--- config.mk ---
export PLATFORM = sky130hd
export DESIGN_NAME = tcw_ctrl
export DESIGN_NICKNAME = d
export VERILOG_FILES = /design/src/design/tcw_pkg.sv /design/src/design/tcw_ctrl.sv
export VERILOG_INCLUDE_DIRS = /design/src /design/src/design
export SDC_FILE = /design/constraint.sdc
export NUM_CORES = 1
export LEC_CHECK = 0
export BUFFER_PORTS_ARGS = -buffer_cell sky130_fd_sc_hd__buf_2
export CORE_UTILIZATION = 30
export DETAILED_ROUTE_END_ITERATION = 10
export GPL_TIMING_DRIVEN = 0
export SKIP_LAST_GASP = 1
export SLEW_MARGIN = 20
export SYNTH_ARGS = -nofsm -noshare
export SYNTH_HDL_FRONTEND = slang
export SYNTH_SLANG_ARGS = --single-unit
--- constraint.sdc ---
create_clock -name aclk -period 1.5 [get_ports aclk]
set_input_delay 0.15 -clock aclk [delete_from_list [all_inputs] [get_ports aclk]]
set_output_delay 0.15 -clock aclk [all_outputs]
set_load 0.02 [all_outputs]
--- src/design/assert_macros.svh ---
// assertion macros shared by the console writer rtl
// no dependencies; taken in by include in the files that assert
`ifndef ASSERT_MACROS_SVH
`define ASSERT_MACROS_SVH

// same-cycle implication, disabled while reset is low
`define TCW_ASSERT_NOW(lbl, clk, rstn, ante, cons, msg) \
    lbl: assert property (@(posedge clk) disable iff (!rstn) (ante) |-> (cons)) \
        else $error(msg);

// next-cycle implication, disabled while reset is low
`define TCW_ASSERT_NXT(lbl, clk, rstn, ante, cons, msg) \
    lbl: assert property (@(posedge clk) disable iff (!rstn) (ante) |=> (cons)) \
        else $error(msg);

`endif

--- src/design/tcw_pkg.sv ---
// types, codes and constants of the text console writer
// no dependencies; imported by the controller, datapath and top level
`default_nettype none

package tcw_pkg;

    localparam int DEF_SCREEN_COLS = 80;
    localparam int DEF_SCREEN_ROWS = 25;

    localparam int CFG_ADDR_W = 1;
    localparam int CFG_DATA_W = 4;
    localparam int CELL_W     = 16;

    // configuration register indexes
    localparam logic [CFG_ADDR_W-1:0] REG_TEXT_FG = 1'b0;
    localparam logic [CFG_ADDR_W-1:0] REG_TEXT_BG = 1'b1;

    localparam logic [3:0] RESET_FG = 4'd2;
    localparam logic [3:0] RESET_BG = 4'd15;

    localparam logic [7:0] CHAR_BLANK   = 8'h20;
    localparam logic [7:0] CHAR_NEWLINE = 8'h0A;

    // request kinds
    typedef logic [2:0] req_t;
    localparam req_t REQ_PUT     = 3'd0;
    localparam req_t REQ_BACK    = 3'd1;
    localparam req_t REQ_CLEAR   = 3'd2;
    localparam req_t REQ_GOTO    = 3'd3;
    localparam req_t REQ_REPAINT = 3'd4;
    localparam req_t REQ_READ    = 3'd5;

    // sweep counter operations
    typedef logic [2:0] cnt_op_t;
    localparam cnt_op_t CNT_HOLD = 3'd0;
    localparam cnt_op_t CNT_INC  = 3'd1;
    localparam cnt_op_t CNT_ZERO = 3'd2;
    localparam cnt_op_t CNT_COLS = 3'd3;
    localparam cnt_op_t CNT_LAST = 3'd4;

    // screen memory read operations
    typedef logic [1:0] rd_op_t;
    localparam rd_op_t RD_NONE = 2'd0;
    localparam rd_op_t RD_CNT  = 2'd1;
    localparam rd_op_t RD_CUR  = 2'd2;
    localparam rd_op_t RD_POS  = 2'd3;

    // screen memory write operations
    typedef logic [2:0] wr_op_t;
    localparam wr_op_t WR_NONE        = 3'd0;
    localparam wr_op_t WR_BLANK       = 3'd1;
    localparam wr_op_t WR_RESET_BLANK = 3'd2;
    localparam wr_op_t WR_CHAR        = 3'd3;
    localparam wr_op_t WR_COPY        = 3'd4;
    localparam wr_op_t WR_RECOLOR     = 3'd5;
    localparam wr_op_t WR_BACK        = 3'd6;

    // write position operations
    typedef logic [2:0] pos_op_t;
    localparam pos_op_t POS_HOLD    = 3'd0;
    localparam pos_op_t POS_NEWLINE = 3'd1;
    localparam pos_op_t POS_ADVANCE = 3'd2;
    localparam pos_op_t POS_BACK    = 3'd3;
    localparam pos_op_t POS_GOTO    = 3'd4;

    typedef struct packed {
        logic    load;
        cnt_op_t cnt_op;
        rd_op_t  rd_op;
        wr_op_t  wr_op;
        pos_op_t pos_op;
        logic    cap;
        logic    out_load;
    } cmd_t;

    typedef struct packed {
        req_t req_type;
        logic is_nl;
        logic col_zero;
        logic col_wrap;
        logic row_last;
        logic cnt_end;
        logic cnt_last;
    } sts_t;

endpackage

`default_nettype wire

--- src/design/tcw_ctrl.sv ---
// request sequencer of the text console writer
// depends on tcw_pkg and assert_macros.svh
`default_nettype none
`include "assert_macros.svh"

module tcw_ctrl import tcw_pkg::*; (
    input  wire logic aclk,
    input  wire logic aresetn,
    input  wire logic s_valid,
    output      logic s_ready,
    output      logic m_valid,
    input  wire logic m_ready,
    input  wire sts_t sts,
    output      cmd_t cmd
);

    localparam logic [3:0] ST_INIT        = 4'd0;
    localparam logic [3:0] ST_IDLE        = 4'd1;
    localparam logic [3:0] ST_DECODE      = 4'd2;
    localparam logic [3:0] ST_NEWLINE     = 4'd3;
    localparam logic [3:0] ST_SCROLL_HEAD = 4'd4;
    localparam logic [3:0] ST_SCROLL      = 4'd5;
    localparam logic [3:0] ST_FILL        = 4'd6;
    localparam logic [3:0] ST_PUT         = 4'd7;
    localparam logic [3:0] ST_BACK_RD     = 4'd8;
    localparam logic [3:0] ST_BACK_WR     = 4'd9;
    localparam logic [3:0] ST_PAINT_HEAD  = 4'd10;
    localparam logic [3:0] ST_PAINT       = 4'd11;
    localparam logic [3:0] ST_READ_WAIT   = 4'd12;
    localparam logic [3:0] ST_DONE        = 4'd13;

    logic [3:0] state_reg;
    logic [3:0] state_next;
    logic       m_valid_reg;
    logic       m_valid_next;
    logic       out_free;
    logic       put_after;

    assign s_ready   = (state_reg == ST_IDLE);
    assign m_valid   = m_valid_reg;
    assign out_free  = !m_valid_reg || m_ready;
    // a printable character still has to be written after the line break
    assign put_after = (sts.req_type == REQ_PUT) && !sts.is_nl;

    always_comb begin
        state_next = state_reg;
        cmd        = '0;
        case (state_reg)
            ST_INIT: begin
                cmd.wr_op = WR_RESET_BLANK;
                if (sts.cnt_last) begin
                    state_next = ST_IDLE;
                end else begin
                    cmd.cnt_op = CNT_INC;
                end
            end
            ST_IDLE: begin
                if (s_valid) begin
                    cmd.load   = 1'b1;
                    cmd.cnt_op = CNT_ZERO;
                    state_next = ST_DECODE;
                end
            end
            ST_DECODE: begin
                case (sts.req_type)
                    REQ_PUT: begin
                        if (sts.is_nl || sts.col_wrap) begin
                            state_next = ST_NEWLINE;
                        end else begin
                            state_next = ST_PUT;
                        end
                    end
                    REQ_BACK: begin
                        if (sts.col_zero) begin
                            state_next = ST_DONE;
                        end else begin
                            cmd.pos_op = POS_BACK;
                            state_next = ST_BACK_RD;
                        end
                    end
                    REQ_CLEAR: begin
                        state_next = ST_FILL;
                    end
                    REQ_GOTO: begin
                        cmd.pos_op = POS_GOTO;
                        state_next = ST_DONE;
                    end
                    REQ_REPAINT: begin
                        state_next = ST_PAINT_HEAD;
                    end
                    REQ_READ: begin
                        cmd.rd_op  = RD_POS;
                        state_next = ST_READ_WAIT;
                    end
                    default: begin
                        state_next = ST_DONE;
                    end
                endcase
            end
            ST_NEWLINE: begin
                cmd.pos_op = POS_NEWLINE;
                if (sts.row_last) begin
                    cmd.cnt_op = CNT_COLS;
                    state_next = ST_SCROLL_HEAD;
                end else if (put_after) begin
                    state_next = ST_PUT;
                end else begin
                    state_next = ST_DONE;
                end
            end
            ST_SCROLL_HEAD: begin
                cmd.rd_op  = RD_CNT;
                cmd.cnt_op = CNT_INC;
                state_next = ST_SCROLL;
            end
            ST_SCROLL: begin
                cmd.wr_op = WR_COPY;
                if (sts.cnt_end) begin
                    cmd.cnt_op = CNT_LAST;
                    state_next = ST_FILL;
                end else begin
                    cmd.rd_op  = RD_CNT;
                    cmd.cnt_op = CNT_INC;
                end
            end
            ST_FILL: begin
                cmd.wr_op = WR_BLANK;
                if (!sts.cnt_last) begin
                    cmd.cnt_op = CNT_INC;
                end else if (put_after) begin
                    state_next = ST_PUT;
                end else begin
                    state_next = ST_DONE;
                end
            end
            ST_PUT: begin
                cmd.wr_op  = WR_CHAR;
                cmd.pos_op = POS_ADVANCE;
                state_next = ST_DONE;
            end
            ST_BACK_RD: begin
                cmd.rd_op  = RD_CUR;
                state_next = ST_BACK_WR;
            end
            ST_BACK_WR: begin
                cmd.wr_op  = WR_BACK;
                state_next = ST_DONE;
            end
            ST_PAINT_HEAD: begin
                cmd.rd_op  = RD_CNT;
                cmd.cnt_op = CNT_INC;
                state_next = ST_PAINT;
            end
            ST_PAINT: begin
                cmd.wr_op = WR_RECOLOR;
                if (sts.cnt_end) begin
                    state_next = ST_DONE;
                end else begin
                    cmd.rd_op  = RD_CNT;
                    cmd.cnt_op = CNT_INC;
                end
            end
            ST_READ_WAIT: begin
                cmd.cap    = 1'b1;
                state_next = ST_DONE;
            end
            ST_DONE: begin
                if (out_free) begin
                    cmd.out_load = 1'b1;
                    state_next   = ST_IDLE;
                end
            end
            default: begin
                state_next = ST_IDLE;
            end
        endcase
    end

    always_comb begin
        m_valid_next = m_valid_reg;
        if (cmd.out_load) begin
            m_valid_next = 1'b1;
        end else if (m_ready) begin
            m_valid_next = 1'b0;
        end
    end

    always_ff @(posedge aclk) begin
        if (!aresetn) begin
            state_reg   <= ST_INIT;
            m_valid_reg <= 1'b0;
        end else begin
            state_reg   <= state_next;
            m_valid_reg <= m_valid_next;
        end
    end

    `TCW_ASSERT_NOW(a_out_load_free, aclk, aresetn, cmd.out_load, out_free, "result overwritten before taken")
    `TCW_ASSERT_NXT(a_accept_decode, aclk, aresetn, s_valid && s_ready, state_reg == ST_DECODE, "accepted beat not decoded")

endmodule

`default_nettype wire

# Word-level counts from Yosys, hierarchy flattened
# Cells that the tools add are included.
[word_totals] elab_cells=69 ff_bits=5 output_inout_bits=16
[op_classes] n_eq_ne=24 reduce_logical=12 muxes=31
[ops] cell="4-bit one-hot mux with 12 select lines" n=1
[ops] cell="4-bit 2-to-1 mux" n=9
[ops] cell="3-bit one-hot mux with 6 select lines" n=2
[ops] cell="4-bit == test, second input constant" n=6
[ops] cell="4-bit one-hot mux with 5 select lines" n=1
[ops] cell="4-bit by 3-bit == test with 1-bit output, second input constant" n=4
[ops] cell="3-bit 2-to-1 mux" n=4
[ops] cell="2-bit inequality test, second input constant" n=6
[ops] cell="2-bit one-hot mux with 5 select lines" n=1
[ops] cell="3-bit one-hot mux with 3 select lines" n=1
[ops] cell="4-bit by 2-bit == test with 1-bit output, second input constant" n=2
[ops] cell="1-bit 2-to-1 mux" n=8
[ops] cell="3-bit by 2-bit == test with 1-bit output, second input constant" n=2
[ops] cell="3-bit == test, second input constant" n=2
[ops] cell="2-bit 2-to-1 mux" n=3
[ops] cell="3-bit one-hot mux with 2 select lines" n=1
[ops] cell="6-bit AND reduction" n=1
[ops] cell="4-bit by 1-bit == test with 1-bit output, second input constant" n=1
[ops] cell="4-bit logical NOT" n=1
[ops] cell="2-bit OR reduction" n=2
[ops] cell="3-bit by 1-bit == test with 1-bit output, second input constant" n=1
[ops] cell="3-bit logical NOT" n=1
[ops] cell="3-bit OR reduction" n=1
[ops] cell="1-bit logical NOT" n=2
[ops] cell="other kinds (3)" n=4

# Depth between registers and ports, before layout
# Gate-level depths: netlist (run 1).
[logic_depth] depth_word=5 mapped_depth=6 mapped_depth_nobuf=4

# Worst setup path after synthesis (run 1)
# No wires, ideal clock.
[synth_timing] kind="input port to output port" start="input sts[8] in the netlist's numbering" end="output cmd[2] in the netlist's numbering" t_arrival_ps=1446 required_ps=1350 path_stages=3 setup_slack_ps=-96 path_cell_list="buf_2 or4b_1 a211oi_1"
[synth_lines] element="start: declaration" line_no="tcw_ctrl.sv:13" rtl="input wire sts_t sts,"
[synth_lines] element="end: declaration" line_no="tcw_ctrl.sv:14" rtl="output cmd_t cmd"

==> reports/qor.csv, run 1 <==
metric,value,unit
outcome,"finished, violations left",
failing checks,setup timing,
final worst-path cycle share,112,%
Detailed Place HPWL,1730,µm
Crit path max-delay family,simple AND/OR/NAND/NOR gates,
CP endpoint kind,output pin,
clock root cell,clkbuf_4,
Async SR Flop Fraction,0,%
P_sw,0.506,mW
clock tree buffer depth,2,
synth unique cells,43,
Die Y,52.4,µm
n_diodes,0,
CP Data Required Time,1.35,ns
CP max stage cell,or3b_4,
Routed WL,2990,µm
max reg flops,4,
Tightest Pin Transition,0.401,ns
Syn Nets,124,
Routed Antenna Nets,0,
Reg power frac,14.4,%
crit path kind,reg2out,
Area after DPL,942,µm²
leftover overflow at the end of global routing,0,
clk sink count,5,
"critical path fanouts, max",5,
synth warn,0,
final worst setup slack,-0.185,ns
"Data arrival, critical path",1.53,ns
vias in the first global route,993,
core area,2300,µm²
Fin. Hold Viols,0,
nets@finish,177,
cts hold-fix bufs,0,
routability cong.,0.792,
clock tree from TritonCTS,built,
clock share of power,13.3,%
crit path buf inv count,2,
"Reg clk slew, reported paths",0.05,ns
share of layout cells above drive strength 1,59.5,%
combinational power share,72.3,%
clock latency at the later pin of the worst-skew pair,0.25,ns
Total GRT Usage,21.6,%
Startpoint Class,flop,
largest area contributor in the synthesized netlist,dfxtp_1,
Syn-to-layout area delta,88.8,%
Initial Util,33.1,%
Finished Core Util,62.5,%
first-pass GRT wire length,4380,µm
CP max stage delay,0.40,ns
Mapped Cells,111,
TritonCTS Buffers,3,
Die X,52.4,µm
largest cells by area after synthesis,"dfxtp_1 (13%), nor2b_1 (6.6%), nor2_1 (5.4%)",
Max-Slew Margin vs Limit,73.2,%
post-route cell area,1440,µm²
Max-Cap Viols,0,
"EDFF count, synth",0,
hold_ws,0.205,ns
largest net degree at the start of global routing,11,
upper clock frequency limit,594,MHz
Switching Share,42.7,%
Syn Std Cell Area,761,µm²
ys flop type,dfxtp_1,
Setup Viol. Count Final,18,
worst path cell trace,"buf_6, nor2_4, nand4_1, or3b_4, o21ai_2, buf_6",
# H-tree levels,1,
VDD IR max,0.563,mV
number of synthesized register bits,5,
P_leak,0.657,nW
port buffer count,27,
die area,2740,µm²
I/O pin count,29,
Slew Limit Fails,0,
PwrDens,824,nW/µm²
"Seq/Total Area, Yosys",13.2,%
type of the worst min-delay path,in2reg,
Synth Area per Inst,6.85,µm²
DRT Pass-1 Iters,4,
Residual DRC,0,
Vias,1062,
Internal,0.678,mW
initial antenna violation count,0,
1st-iter DRT viols,25,
routed len/inst,15.6,µm
Tmin final,1.68,ns
"most used cell, CP",buf_6,
Final Skew,0.00658,ns
share of the synthesized area in the top cell type,13.2,%
num rows,17,
RSZ-0062 raised after global routing,yes,
Tot Pwr,1.18,mW
drt via density,5.56,
[power by group through the flow]
stage	clock network, mW	registers, mW	logic [mW]
floorplan	0	0.161	0.380
global placement	0	0.167	0.509
detailed placement	0	0.166	0.512
CTS	0.162	0.170	0.770
global route	0.165	0.174	0.906
finish	0.157	0.171	0.855
[cell usage in the layout, fill, tap and decap left out, types with 3 or more instances in the layout]
master / n
buf_6: 16
nor2_1: 9
a21oi_1: 3
nor3_2: 3
nand2_1: 6
nand2b_1: 3
inv_1: 3
buf_8: 3
nor3b_2: 3
buf_2: 14
clkbuf_4: 3
nor2b_1: 6
buf_4: 25
o21ai_0: 6
[worst reg2reg max path: cells and delay by family (launching register included)]
kind / cells / cell delay (ns)
buf+inv: 4 / 0.43
compound gates: 3 / 0.69
flops: 1 / 0.34
simple gates: 1 / 0.04
[routing by layer]
layer / global-route usage [%] / vias to the layer above / share of wire, %
met5: 0 / - / 0
met4: 4.39 / 0 / 1.1
met3: 3.48 / 4 / 4.7
met2: 40.5 / 46 / 54
met1: 25.3 / 498 / 40
li1: - / 514 / -
[path summary, 6_finish.rpt]
kind | start | endpoint | slack, ns | cells past startpoint
worst max-delay path | state_reg[3]$_SDFFE_PN0P_ | cmd[8] | -0.18 | 6
worst max register to register | state_reg[3]$_SDFFE_PN0P_ | state_reg[0]$_SDFFE_PN0P_ | -0.13 | 8
worst min register to register | m_valid$_SDFFE_PN0P_ | m_valid$_SDFFE_PN0P_ | 0.72 | 2
worst min-delay path | aresetn | m_valid$_SDFFE_PN0P_ | 0.21 | 2
[Yosys cell counts, types with 2 or more instances]
cell	n
nand2_1	8
mux2i_1	3
nor4_1	2
nor3_1	6
dfxtp_1	5
nor2b_1	8
a31o_1	2
buf_4	2
nand3_1	2
o21ai_1	3
nand2b_1	5
o311a_1	2
and3_1	2
inv_1	4
nor3b_1	2
and2b_1	2
nor2_1	11
a21oi_1	4
a211oi_1	2
buf_2	8
o21ai_0	6
[kinds of logic after synthesis]
kind of cell | synth area share (%)
DFF | 13.2
buffers and inverters | 9.21
AOI/OAI and AO/OA | 30.9
and+or+nand+nor | 42.8
muxes | 3.95
[metrics by stage]
stage	setup slack, ns	setup TNS [ns]	cells
2_1_floorplan	0.00874	0	111
3_3_place_gp	-0.247	-0.507	166
3_5_place_dp	-0.232	-0.507	166
4_1_cts	-0.213	-1.68	188
5_1_grt	-0.236	-2.79	191
6_report	-0.185	-1.82	191
[area by class of cell]
cell class | instances | area, µm²
flip-flops and latches | 5 | 110
inverters | 4 | 20.0
repair buffers | 49 | 377
plain buffers | 9 | 106
clock buffers | 4 | 26.3
fillers | 177 | 861
multi-input cells | 92 | 762
well taps | 28 | 35.0
[repair_timing]
action	in CTS	in global routing
buffers inserted	18	4
pin swaps	13	7
gates resized for setup	69	16
setup endpoints to repair	17	19
Note: power is estimated with default switching activity, not from simulation.
==> inputs of run 2 (changes only) <==
--- a/config.mk
+++ b/config.mk
@@ -7,9 +7,11 @@
 export NUM_CORES = 1
 export LEC_CHECK = 0
 export BUFFER_PORTS_ARGS = -buffer_cell sky130_fd_sc_hd__buf_2
+export CORE_ASPECT_RATIO = 0.6
 export CORE_UTILIZATION = 30
 export DETAILED_ROUTE_END_ITERATION = 10
 export GPL_TIMING_DRIVEN = 0
+export PLACE_DENSITY = 0.57
 export SKIP_LAST_GASP = 1
 export SLEW_MARGIN = 20
 export SYNTH_ARGS = -nofsm -noshare
==> reports/qor.csv, run 2 (synthesis results as in run 1) <==
metric,value,unit
Crit path max-delay family,buffers and inverters,
Syn-to-layout area delta,74.0,%
Hold Crit Endpoint,m_valid$_SDFFE_PN0P_,
PwrDens,921,nW/µm²
n_diodes,0,
DRT Pass-1 Iters,4,
"commonest non-fill, non-tap cell in the layout",buf_4,
pre-CTS WS,-0.231,ns
hold depth,2,
Hold Crit Start,aresetn,
Total GRT Usage,20.6,%
P_leak,0.598,nW
Area after DPL,945,µm²
"Data arrival, critical path",1.55,ns
clock tree from TritonCTS,built,
Tmin final,1.70,ns
Final Skew,0.00210,ns
Detailed Place HPWL,1810,µm
nets@finish,169,
cts hold-fix bufs,0,
Max-Cap Viols,0,
port buffer count,27,
routability cong.,0.851,
vias in the first global route,902,
Finished Core Util,58.1,%
Routed WL,2940,µm
most frequent cells in the layout,"buf_4 (21), buf_2 (18), buf_6 (11)",
Residual DRC,0,
flop-to-flop setup slack,-0.13,ns
RSZ-0062 raised after global routing,yes,
1st-iter DRT viols,104,
clk sink count,5,
VDD IR max,0.739,mV
Vias,1064,
reg-to-reg startpoint,state_reg[2]$_SDFFE_PN0P_,
largest net degree at the start of global routing,11,
setup TNS,-1.18,ns
core area,2280,µm²
Setup Viol. Count Final,13,
CP Data Required Time,1.35,ns
Routed Antenna Nets,0,
initial antenna violation count,0,
crit path buf inv count,3,
total area of sequential cells,110,µm²
# H-tree levels,1,
"critical path fanouts, max",5,
Die X,67.0,µm
Max-Slew Margin vs Limit,77.0,%
clock tree buffer depth,2,
first-pass GRT wire length,4090,µm
die area,2750,µm²
share of layout cells above drive strength 1,56.8,%
Die Y,41.0,µm
type of the worst min-delay path,in2reg,
TritonCTS Buffers,3,
drt via density,5.75,
Slew Limit Fails,0,
"Reg clk slew, reported paths",0.04,ns
CP max stage cell,o32a_1,
hold_ws,0.238,ns
CP max stage delay,0.36,ns
outcome,"finished, violations left",
Initial Util,33.4,%
failing checks,setup timing,
Fin. Hold Viols,0,
"most used cell, CP",buf_6,
Tightest Pin Transition,0.345,ns
leftover overflow at the end of global routing,0,
Startpoint Class,flop,
final worst setup slack,-0.200,ns
num rows,13,
worst path cell trace,"buf_6, buf_4, nand2b_4, o32a_1, nand3_2, buf_6",
clock latency at the later pin of the worst-skew pair,0.22,ns
I/O pin count,29,
FILL cells,204,
CP endpoint kind,output pin,
area of the multi-input gates,739,µm²
routed len/inst,15.9,µm
crit path kind,reg2out,
final worst-path cycle share,113,%
upper clock frequency limit,588,MHz
RR Endpoint,state_reg[1]$_SDFFE_PN0P_,
clock root cell,clkbuf_8,
max reg flops,4,
worst reg-to-reg path cell count,6,
post-route cell area,1320,µm²
-- run 2: cell count changes in the layout (fill, tap and decap cells not counted), sizes merged --
cell  previous run  this run
buf             58        50
-- run 2: area by class of cell --
type	instances	share of cell area (%)
Buffer	10	6.90
Clock buffer	4	3.40
Inverter	4	1.51
Multi-Input combinational cell	92	55.9
Sequential cell	5	8.32
Tap cell	30	2.84
Timing Repair Buffer	40	21.2
-- run 2: worst reg2reg max path, cell delays in order (launching register included) --
cell and delay, ns:
dfxtp_4 0.36, buf_4 0.12, nor2b_4 0.04, or4_4 0.56, buf_6 0.15, o211ai_4 0.11, mux2i_1 0.22
-- run 2: what timing repair did --
action | CTS | global route
pin swaps | 8 | 10
gates resized for setup | 41 | 26
buffers inserted | 12 | 2
setup endpoints to repair | 15 | 18
-- run 2: worst max-delay path by stage --
stage	from	to	slack [ns]	cells past startpoint
2_1_floorplan	sts[8]	cmd[3]	0.009	5
3_3_place_gp	state_reg[1]$_SDFFE_PN0P_	cmd[10]	-0.24	6
3_5_place_dp	state_reg[1]$_SDFFE_PN0P_	cmd[10]	-0.23	6
4_1_cts	state_reg[1]$_SDFFE_PN0P_	cmd[10]	-0.16	4
5_1_grt	state_reg[2]$_SDFFE_PN0P_	cmd[9]	-0.26	6
6_report	state_reg[2]$_SDFFE_PN0P_	cmd[10]	-0.20	6
-- run 2: routing by layer --
metal | vias up | routed length, µm | GRT usage [%] | part of all wire [%]
li1 | 496 | - | - | -
met1 | 498 | 1250 | 28.1 | 42
met2 | 64 | 1390 | 34.5 | 47
met3 | 6 | 251 | 5.28 | 8.5
met4 | 0 | 53 | 1.06 | 1.8
met5 | - | 0 | 0 | 0
-- run 2: per-stage QoR --
step	power, mW	instances
global placement	0.680	168
finish	1.22	185
detailed placement	0.681	168
CTS	1.10	184
global route	1.29	185
floorplan	0.540	111
-- run 2: power by group --
group	internal [mW]	leakage, nW	switching [mW]	total (mW)
Clock	0.182	0.0228	0.0646	0.247
Sequential	0.153	0.0430	0.0185	0.171
Combinational	0.378	0.532	0.422	0.800
==> inputs of run 3 (changes only) <==
--- a/config.mk
+++ b/config.mk
@@ -11,7 +11,6 @@
 export CORE_UTILIZATION = 30
 export DETAILED_ROUTE_END_ITERATION = 10
 export GPL_TIMING_DRIVEN = 0
-export PLACE_DENSITY = 0.57
 export SKIP_LAST_GASP = 1
 export SLEW_MARGIN = 20
 export SYNTH_ARGS = -nofsm -noshare
==> reports/qor.csv, run 3 (synthesis results as in run 1) <==
metric,value,unit
Max-Slew Margin vs Limit,79.9,%
clock tree from TritonCTS,built,
outcome,"finished, violations left",
Vias,1027,
initial antenna violation count,0,
VDD IR max,0.587,mV
Tot Pwr,1.17,mW
most frequent cells in the layout,"buf_2 (21), buf_4 (14), buf_6 (10), nor2_1 (10), nand2_1 (7)",
P_sw,0.485,mW
Final Skew,0.00628,ns
CP Data Required Time,1.35,ns
CP endpoint kind,output pin,
clock share of power,21.4,%
clock tree buffer depth,2,
core area,2280,µm²
"Data arrival, critical path",1.50,ns
Max-Cap Viols,0,
combinational power share,64.1,%
Die X,67.0,µm
Initial Util,33.4,%
upper clock frequency limit,606,MHz
Detailed Place HPWL,1910,µm
"commonest non-fill, non-tap cell in the layout",buf_2,
die area,2750,µm²
Syn-to-layout area delta,65.3,%
Residual DRC,0,
Finished Core Util,55.2,%
Startpoint Class,flop,
Total GRT Usage,22.5,%
Tmin final,1.65,ns
pre-CTS WS,-0.237,ns
Switching Share,41.6,%
port buffer count,27,
share of layout cells above drive strength 1,50.0,%
type of the worst min-delay path,in2reg,
routed len/inst,15.3,µm
final worst-path cycle share,110,%
# H-tree levels,1,
P_leak,0.574,nW
leftover overflow at the end of global routing,0,
vias in the first global route,925,
Routed WL,2790,µm
"critical path fanouts, max",4,
nets@finish,166,
drt via density,5.64,
n_diodes,0,
PwrDens,928,nW/µm²
Fin. Hold Viols,0,
Die Y,41.0,µm
crit path kind,reg2out,
failing checks,setup timing,
I/O pin count,29,
1st-iter DRT viols,116,
Setup Viol. Count Final,11,
setup TNS,-1.07,ns
Tightest Pin Transition,0.299,ns
num rows,13,
final worst setup slack,-0.151,ns
Internal,0.682,mW
clock latency at the later pin of the worst-skew pair,0.22,ns
clk sink count,5,
clock root cell,clkbuf_8,
largest net degree at the start of global routing,11,
max reg flops,4,
routability cong.,0.880,
first-pass GRT wire length,4370,µm
RSZ-0062 raised after global routing,yes,
DRT Pass-1 Iters,4,
Routed Antenna Nets,0,
FILL cells,218,
Reg power frac,14.5,%
"Reg clk slew, reported paths",0.04,ns
TritonCTS Buffers,3,
Slew Limit Fails,0,
run 3: changes by cell type in the layout (fill, tap and decap cells not counted), sizes merged:
cell	before	now
buf	50	47
run 3: power groups by stage:
stage | combinational (mW) | sequential, mW | clock, mW
finish | 0.748 | 0.170 | 0.250
global route | 0.798 | 0.172 | 0.270
CTS | 0.708 | 0.169 | 0.255
detailed placement | 0.521 | 0.166 | 0
global placement | 0.514 | 0.165 | 0
floorplan | 0.380 | 0.161 | 0
run 3: worst max-delay path, stage by stage, from the launching register on:
cell and delay, ns:
dfxtp_4 0.35, nor2b_2 0.16, or4_4 0.57, nand3_2 0.09, buf_6 0.11
run 3: repair_timing:
action,in CTS,in global routing
resized for setup,44,13
buffers inserted,8,1
hold buffers,0,0
pin swaps,10,4
endpoints found under the setup margin,16,17
gates cloned,1,0
run 3: final timing paths:
path	from	end	slack (ns)	depth (start not counted)
worst max-delay path	state_reg[1]$_SDFFE_PN0P_	cmd[10]	-0.15	4
worst min-delay path	aresetn	m_valid$_SDFFE_PN0P_	0.24	2
worst max register to register	state_reg[1]$_SDFFE_PN0P_	state_reg[1]$_SDFFE_PN0P_	-0.14	5
worst min register to register	m_valid$_SDFFE_PN0P_	m_valid$_SDFFE_PN0P_	0.69	2
run 3: cell type report:
type	count	area (µm²)	share of cell area (%)
Timing Repair Buffer	37	250	19.9
Sequential cell	5	109	8.66
Inverter	4	22.5	1.79
Buffer	10	103	8.16
Clock buffer	4	45.0	3.58
Multi-Input combinational cell	92	691	54.9
Tap cell	30	37.5	2.99
run 3: per-layer routing:
layer,routed length (µm),global-route usage (%),vias up
met1,1390,32.6,486
met2,1180,33.8,41
met4,33,4.26,0
met5,0,0,-
met3,181,5.00,6
li1,-,-,494
run 3: stage by stage:
step	cells	hold WS [ns]	cell area, µm²
floorplan	111	0.268	772
global placement	168	0.462	945
detailed placement	168	0.466	945
CTS	181	0.232	1210
global route	182	0.250	1260
finish	182	0.235	1260
